File: config.mk
export PLATFORM = sky130hd
export DESIGN_NAME = rate_timed_round_robin_poller
export DESIGN_NICKNAME = d
export VERILOG_FILES = /design/src/rtl/core/rtrr_pkg.sv /design/src/rtl/core/rtrr_pick.sv /design/src/rtl/core/rate_timed_round_robin_poller.sv
export VERILOG_INCLUDE_DIRS = /design/src /design/src/rtl/core
export SDC_FILE = /design/constraint.sdc
export NUM_CORES = 1
export LEC_CHECK = 0
export CAP_MARGIN = 10
export CORE_ASPECT_RATIO = 0.75
export CORE_UTILIZATION = 65
export CTS_CLUSTER_DIAMETER = 150
export CTS_CLUSTER_SIZE = 8
export DETAILED_ROUTE_END_ITERATION = 10
export DONT_BUFFER_PORTS = 1
export MAX_ROUTING_LAYER = met4
export PLACE_DENSITY = 0.89
export SETUP_SLACK_MARGIN = 0.05
export SYNTH_ARGS = -nofsm -noshare
export SYNTH_HDL_FRONTEND = slang
export SYNTH_SLANG_ARGS = --single-unit
File: constraint.sdc
create_clock -name clk -period 8.3 [get_ports clk]
set_input_delay 2.075 -clock clk [delete_from_list [all_inputs] [get_ports clk]]
set_output_delay 2.075 -clock clk [all_outputs]
set_load 0.02 [all_outputs]
File: src/rtl/core/rate_timed_round_robin_poller_macros.svh
// Assertion helpers for the poller RTL.
// They expect clk and rst_n in scope.
`ifndef RATE_TIMED_ROUND_ROBIN_POLLER_MACROS_SVH
`define RATE_TIMED_ROUND_ROBIN_POLLER_MACROS_SVH

// Property holds in the same cycle.
`define RTRR_ASSERT(lbl, prop, msg) \
  lbl: assert property (@(posedge clk) disable iff (!rst_n) (prop)) else $error(msg);

// Consequent holds in the cycle after the antecedent.
`define RTRR_ASSERT_NEXT(lbl, ante, cons, msg) \
  lbl: assert property (@(posedge clk) disable iff (!rst_n) (ante) |=> (cons)) else $error(msg);

`endif

File: src/rtl/core/rtrr_pkg.sv
package rtrr_pkg;

  localparam int NUM_CH      = 8;
  localparam int CH_W        = 3;
  localparam int IVL_W       = 16;
  localparam int CMD_W       = 14;
  localparam int SLOT_DIVIDE = 9;
  localparam int SLOT_W      = (SLOT_DIVIDE > 1) ? $clog2(SLOT_DIVIDE) : 1;

  // register indexes, one interval register per channel
  localparam logic [CH_W-1:0] REG_IMU      = CH_W'(0);
  localparam logic [CH_W-1:0] REG_ALTITUDE = CH_W'(1);
  localparam logic [CH_W-1:0] REG_GPS      = CH_W'(2);
  localparam logic [CH_W-1:0] REG_MOTOR    = CH_W'(3);
  localparam logic [CH_W-1:0] REG_STATUS   = CH_W'(4);
  localparam logic [CH_W-1:0] REG_ANALOG   = CH_W'(5);
  localparam logic [CH_W-1:0] REG_POSE     = CH_W'(6);
  localparam logic [CH_W-1:0] REG_ESC      = CH_W'(7);

  localparam logic [CMD_W-1:0] CMD_IMU      = CMD_W'(102);
  localparam logic [CMD_W-1:0] CMD_ALTITUDE = CMD_W'(109);
  localparam logic [CMD_W-1:0] CMD_GPS      = CMD_W'(106);
  localparam logic [CMD_W-1:0] CMD_MOTOR    = CMD_W'(104);
  localparam logic [CMD_W-1:0] CMD_STATUS   = CMD_W'(14'h2000);
  localparam logic [CMD_W-1:0] CMD_ANALOG   = CMD_W'(14'h2002);
  localparam logic [CMD_W-1:0] CMD_POSE     = CMD_W'(14'h2220);
  localparam logic [CMD_W-1:0] CMD_ESC      = CMD_W'(14'h2041);

  typedef struct packed {
    logic              issue;
    logic [CH_W-1:0]   chan;
    logic [NUM_CH-1:0] mask;
    logic [CH_W-1:0]   ptr;
  } pick_res_t;

  function automatic logic [IVL_W-1:0] ivl_reset(input logic [CH_W-1:0] idx);
    logic [IVL_W-1:0] v;
    case (idx)
      REG_IMU:      v = IVL_W'(20);
      REG_ALTITUDE: v = IVL_W'(100);
      REG_GPS:      v = IVL_W'(200);
      REG_MOTOR:    v = IVL_W'(50);
      REG_STATUS:   v = IVL_W'(200);
      REG_ANALOG:   v = IVL_W'(500);
      REG_POSE:     v = IVL_W'(20);
      REG_ESC:      v = IVL_W'(50);
      default:      v = '0;
    endcase
    return v;
  endfunction

  function automatic logic [CMD_W-1:0] cmd_of(input logic [CH_W-1:0] ch);
    logic [CMD_W-1:0] v;
    case (ch)
      REG_IMU:      v = CMD_IMU;
      REG_ALTITUDE: v = CMD_ALTITUDE;
      REG_GPS:      v = CMD_GPS;
      REG_MOTOR:    v = CMD_MOTOR;
      REG_STATUS:   v = CMD_STATUS;
      REG_ANALOG:   v = CMD_ANALOG;
      REG_POSE:     v = CMD_POSE;
      REG_ESC:      v = CMD_ESC;
      default:      v = '0;
    endcase
    return v;
  endfunction

endpackage

File: src/rtl/core/rtrr_pick.sv
module rtrr_pick (
  input  logic                        slot,
  input  logic [rtrr_pkg::NUM_CH-1:0] mask,
  input  logic [rtrr_pkg::CH_W-1:0]   ptr,
  output rtrr_pkg::pick_res_t         res
);
  import rtrr_pkg::*;

  logic [NUM_CH-1:0] cleared;
  logic [CH_W-1:0]   cand;
  logic              found;

  always_comb begin
    res.issue = slot && mask[ptr];
    res.chan  = ptr;
    cleared   = mask & ~(NUM_CH'(1) << ptr);
    res.mask  = res.issue ? cleared : mask;
    res.ptr   = ptr;
    found     = 1'b0;
    cand      = ptr;
    // round-robin search starting at the channel just served
    for (int k = 0; k < NUM_CH; k++) begin
      cand = ptr + CH_W'(k);
      if (res.issue && !found && cleared[cand]) begin
        found   = 1'b1;
        res.ptr = cand;
      end
    end
  end

endmodule

File: src/rtl/core/rate_timed_round_robin_poller.sv
// Rate-timed round-robin poller, eight request channels.
// Input channel: in_valid/in_stall with in_tick; each accepted item with
// in_tick high is one loop tick, an item with in_tick low changes nothing.
// Every tick advances each enabled channel's phase; a channel goes pending
// when its phase completes its interval. Every SLOT_DIVIDE-th tick the
// channel under the turn pointer is served if pending, giving one result
// item (out_request_channel, out_command_code); otherwise no result.
// Config: cfg_we writes cfg_data into interval register cfg_index (0
// disables that channel). Write only while idle.
// Path: an accepted tick waits in the input register, then one pass of logic
// feeds its result into the output register once the output can advance.
// Throughput: one item per cycle while no result waits on out_stall, set by
// the single pass through the per-channel phase compare and 8-way pointer search.
// Reset (rst_n low, synchronous): intervals take their defaults, phases,
// slot counter, pending mask and pointer clear, no item is held.
// When out_stall holds a waiting result, one more item can enter the input
// register; after that in_stall rises until the result is taken.
`include "rate_timed_round_robin_poller_macros.svh"

module rate_timed_round_robin_poller (
  input  logic                         clk,
  input  logic                         rst_n,
  input  logic                         in_valid,
  output logic                         in_stall,
  input  logic                         in_tick,
  output logic                         out_valid,
  input  logic                         out_stall,
  output logic [rtrr_pkg::CH_W-1:0]    out_request_channel,
  output logic [rtrr_pkg::CMD_W-1:0]   out_command_code,
  input  logic                         cfg_we,
  input  logic [rtrr_pkg::CH_W-1:0]    cfg_index,
  input  logic [rtrr_pkg::IVL_W-1:0]   cfg_data
);
  import rtrr_pkg::*;

  logic [IVL_W-1:0]  interval_r [NUM_CH];
  logic [IVL_W-1:0]  phase_r    [NUM_CH];
  logic [IVL_W-1:0]  phase_nxt  [NUM_CH];
  logic [IVL_W:0]    phase_inc  [NUM_CH];
  logic [NUM_CH-1:0] pend_r;
  logic [NUM_CH-1:0] pend_set;
  logic [CH_W-1:0]   ptr_r;
  logic [SLOT_W-1:0] slot_r;
  logic [SLOT_W-1:0] slot_nxt;
  logic [SLOT_W:0]   slot_inc;
  logic              slot_hit;

  logic              s1_valid_r;
  logic              s1_tick_r;
  logic              out_valid_r;
  logic [CH_W-1:0]   out_channel_r;
  logic [CMD_W-1:0]  out_cmd_r;
  logic              advance;
  logic              go;
  pick_res_t         pick;

  assign advance  = !out_valid_r || !out_stall;
  assign in_stall = s1_valid_r && !advance;
  assign go       = s1_valid_r && s1_tick_r && advance;

  assign out_valid           = out_valid_r;
  assign out_request_channel = out_channel_r;
  assign out_command_code    = out_cmd_r;

  always_comb begin
    for (int c = 0; c < NUM_CH; c++) begin
      phase_inc[c] = {1'b0, phase_r[c]} + (IVL_W+1)'(1);
      pend_set[c]  = 1'b0;
      if (interval_r[c] == '0) begin
        phase_nxt[c] = '0;
      end else if (phase_inc[c] >= {1'b0, interval_r[c]}) begin
        phase_nxt[c] = '0;
        pend_set[c]  = 1'b1;
      end else begin
        phase_nxt[c] = phase_inc[c][IVL_W-1:0];
      end
    end
    slot_inc = {1'b0, slot_r} + (SLOT_W+1)'(1);
    slot_hit = (slot_inc >= (SLOT_W+1)'(SLOT_DIVIDE));
    slot_nxt = slot_hit ? '0 : slot_inc[SLOT_W-1:0];
  end

  rtrr_pick u_pick (
    .slot (slot_hit),
    .mask (pend_r | pend_set),
    .ptr  (ptr_r),
    .res  (pick)
  );

  always_ff @(posedge clk) begin
    if (!rst_n) begin
      for (int c = 0; c < NUM_CH; c++) begin
        interval_r[c] <= ivl_reset(CH_W'(c));
        phase_r[c]    <= '0;
      end
      pend_r      <= '0;
      ptr_r       <= '0;
      slot_r      <= '0;
      s1_valid_r  <= 1'b0;
      s1_tick_r   <= 1'b0;
      out_valid_r <= 1'b0;
    end else begin
      if (cfg_we) begin
        interval_r[cfg_index] <= cfg_data;
      end
      if (go) begin
        for (int c = 0; c < NUM_CH; c++) begin
          phase_r[c] <= phase_nxt[c];
        end
        pend_r <= pick.mask;
        ptr_r  <= pick.ptr;
        slot_r <= slot_nxt;
      end
      if (advance) begin
        out_valid_r <= go && pick.issue;
      end
      // an empty input register takes an item even while the output waits
      if (!in_stall) begin
        s1_valid_r <= in_valid;
        s1_tick_r  <= in_tick;
      end
    end
  end

  // payload, no reset
  always_ff @(posedge clk) begin
    if (go && pick.issue) begin
      out_channel_r <= pick.chan;
      out_cmd_r     <= cmd_of(pick.chan);
    end
  end

  `RTRR_ASSERT(a_slot_range, slot_r < SLOT_W'(SLOT_DIVIDE), "slot counter out of range")
  `RTRR_ASSERT(a_stall_needs_item, !in_stall || s1_valid_r, "stall with empty input stage")
  `RTRR_ASSERT(a_cmd_match, !out_valid_r || out_cmd_r == cmd_of(out_channel_r), "command mismatch")
  `RTRR_ASSERT_NEXT(a_served_cleared, go && pick.issue, !pend_r[out_channel_r], "served bit still pending")
  `RTRR_ASSERT_NEXT(a_ptr_on_pending, go && pick.issue && pick.mask != '0, pend_r[ptr_r], "pointer not on pending channel")

endmodule

==> flow_summary.yaml <==
outcome:
  status: "completed"
synthesis:
  synth_top_family_by_area: "simple AND/OR/NAND/NOR gates"
  synth_ff_type: "edfxtp_1"
  syn_inst: 1689
  muxShareOfSynthArea: 0.00612
  synth_cell_type_count: 87
  synth_top_cell_by_area: "edfxtp_1"
  synth_seq_cells: 284
  async_flop_share: 0
  synthXorXnorAreaFrac: 0.0558
  synth_edf_count: 266
  yosysWarningCount: 0
  syn_avg_cell_area_sq_um: 10.4
  synthSimpleGateAreaFrac: 0.230
  synth_top_cells_by_count: "edfxtp_1 (266), inv_1 (156), ha_1 (146)"
  syn-cell-area_sq_um: 17600
  synth-compound-area-share: 0.0863
  synth_area_leaders: "edfxtp_1 (45%), ha_1 (10%), nor2b_1 (4.2%), and2_1 (3.9%), xnor2_1 (3.4%)"
  seq_area_frac_synth: 0.474
  synth_top_area_frac: 0.454
  synth.most_common_cell: "edfxtp_1"
  synth_adder_area_share: 0.104
cts:
  clkLatencyLatePin_ps: 530
  cts_made_buffers: 41
  clockRootBuffer: "clkbuf_16"
  cts_resized: 0
  clk_pin_slew_ps: 50
  htreeDepth: 2
  post_cts_buffers: 0
  cts.sinks: 284
  cts_hold_buf: 0
  cts_tree: "built"
  cts_max_path_buffers: 3
sta:
  setup-violations-final: 0
  slew_viol_final: 0
  timing_hold_violations_final: 0
  fin_skew_ps: 15.7
  tns_ps: 0
  rsz0062_at_grt: "false"
  finalCritPeriodShare: 0.642
  worst_pin_slew_ps: 1180
  slew_headroom: 0.210
  fin_crit_ps: 5330
  fmax_ghz: 0.188
  fin_ws_ps: 2970
place:
  place_area_sq_um: 18000
  port_buffers: 0
  dp_hpwl_microns: 31600
  routabilityCongestion: 1.03
  dp_worst_setup_slack_ps: 3230
setup_path:
  critPathMaxFanout: 8
  crit_slowest_cell: "a311oi_2"
  r2r_slack_ps: 2970
  crit_required_ps: 8710
  crit_path_start_kind: "register"
  reg2regPathDepth: 18
  critical_path.max_stage_delay_ps: 490
  end_kind: "register"
  endpoint: "ptr_r[1]$_SDFFE_PN0P_"
  timing.critical_path.from: "phase_r[1][0]$_SDFFCE_PP0P_"
  arrival_ps: 5730
  critical_path_class: "register to register"
  rr_endpoint: "ptr_r[1]$_SDFFE_PN0P_"
  worstPathCellList: "ha_1, nand3_2, nor4_2, nand4_1, xnor2_1, ha_1, a21oi_1, nor2b_2, a311oi_2, o211ai_2, a31oi_4, mux2i_2, a311oi_2, nand4_2, nor4_1, nand3_1, and3_1, o31a_2"
  worstReg2RegStart: "phase_r[1][0]$_SDFFCE_PP0P_"
die:
  core-area_sq_um: 26300
  die_x_microns: 192
  die_h_microns: 144
  start_util: 0.669
  dieArea_sq_um: 27700
  rows: 51
  boundaryPins: 44
min_path:
  holdCritStartpoint: "slot_r[2]$_SDFFE_PN0P_"
  min_path_cells: 2
  hold_class: "register to register"
power_and_ir_drop:
  p_sw_frac: 0.246
  p_leak_nw: 7.58
  clockPowerShare: 0.422
  p_int_mw: 2.73
  ir_drop_mv: 0.192
  p_seq_frac: 0.475
  p_switching_mw: 0.889
  power_mw: 3.62
  comb_power_share: 0.103
  powerDensity_nw_per_um2: 189
detailed_routing:
  ant_nets: 0
  vias: 13384
  drt_iter0_drc: 1384
  viasPerCell: 6.44
  firstDrtPassIters: 6
  drc: 0
  wl_per_cell_microns: 21.6
  wirelength_microns: 44900
global_routing:
  grt_pass1_vias: 12687
  grt_max_degree: 67
  grt_antenna_before_repair: 4
  grtUsageTotal: 0.338
  grt_overflow: 0
  grt_pass1_wl_microns: 69100
layout:
  fin_nets: 1883
  drive_above_1_share: 0.0612
  area_delta_synth_final_pct: 8.63
  final_area_sq_um: 19100
job:
  maxCapViolations: 0
## logic make-up (layout without fill, tap and decap cells)
kind of cell | count (synthesis) | count (layout)
buffers and inverters | 195 | 232
AND/OR/NAND/NOR | 732 | 732
multiplexers | 10 | 10
other | 1 | 10
XOR/XNOR | 112 | 112
flip-flops | 284 | 284
adder cells (fa/ha/maj) | 146 | 146
AO/OA/AOI/OAI | 209 | 209
## stage by stage
step	util	cells	hold slack (ps)
floorplan	-	1694	435
global placement	0.683	2013	475
detailed placement	0.683	2013	492
CTS	0.726	2075	503
global route	0.727	2078	537
finish	0.727	2079	511
## area by class of cell
type	instances	area, sq um
sequential	284	8350
fill	1769	7180
timing repair buffer	13	97.6
tap	344	430
inverter	157	592
clock inverter	1	30.0
clock buffer	61	1100
antenna	4	10.0
multi-input combinational	1215	8500
## sequential cells by signal, indices dropped and copies added, names as in the netlist
| register | count |
|---|---|
| out_command_code | 7 |
| out_request_channel | 3 |
| pend_r | 8 |
| interval_r | 128 |
| slot_r | 4 |
| s1_valid_r | 1 |
| s1_tick_r | 1 |
| ptr_r | 3 |
| phase_r | 128 |
| out_valid | 1 |
## worst max-delay path, delay by kind of cell, from the launching register on
kind	cells	cell delay, ps
AOI/OAI and AO/OA	6	1860
and+or+nand+nor	8	1850
adders and majority gates	2	600
DFF	1	470
xor gates and xnor gates	1	280
muxes	1	140
## how the worst min path moves through the flow
stage	slack [ps]	end
6_report	510	slot_r[2]$_SDFFE_PN0P_
5_1_grt	540	pend_r[4]$_SDFFE_PN0P_
4_1_cts	500	slot_r[2]$_SDFFE_PN0P_
3_5_place_dp	490	pend_r[1]$_SDFFE_PN0P_
3_3_place_gp	470	slot_r[2]$_SDFFE_PN0P_
2_1_floorplan	440	pend_r[1]$_SDFFE_PN0P_
## layout by cell type (no fill, tap or decap), types with 8 or more instances in the layout
master / n
a211oi_1: 10
a21o_1: 11
a21oi_1: 53
a31oi_1: 9
and2_1: 110
and3_1: 23
buf_4: 13
clkbuf_1: 20
clkbuf_16: 41
dfxtp_1: 18
edfxtp_1: 266
ha_1: 146
inv_1: 155
nand2_1: 96
nand2b_1: 34
nand3_1: 88
nand4_1: 53
nor2_1: 102
nor2b_1: 117
nor3_1: 23
nor4_1: 43
o211ai_1: 8
o21ai_0: 36
o22ai_1: 10
or3_1: 12
xnor2_1: 68
xor2_1: 44
## metal layers
layer  vias to the layer above  GRT usage  share of wire
li1                       6139          -              -
met1                      6418      0.458           0.42
met2                       721      0.510           0.45
met3                       106     0.0645           0.10
met4                         0      0.119          0.031
met5                         -          -              0
## power groups by stage
stage	Combinational [mW]	Clock, mW	Sequential (mW)
floorplan	0.278	0	1.72
global placement	0.345	0	1.74
detailed placement	0.364	0	1.74
CTS	0.369	1.53	1.72
global route	0.416	1.59	1.72
finish	0.374	1.53	1.72
Power figures use the tool's default switching activity.
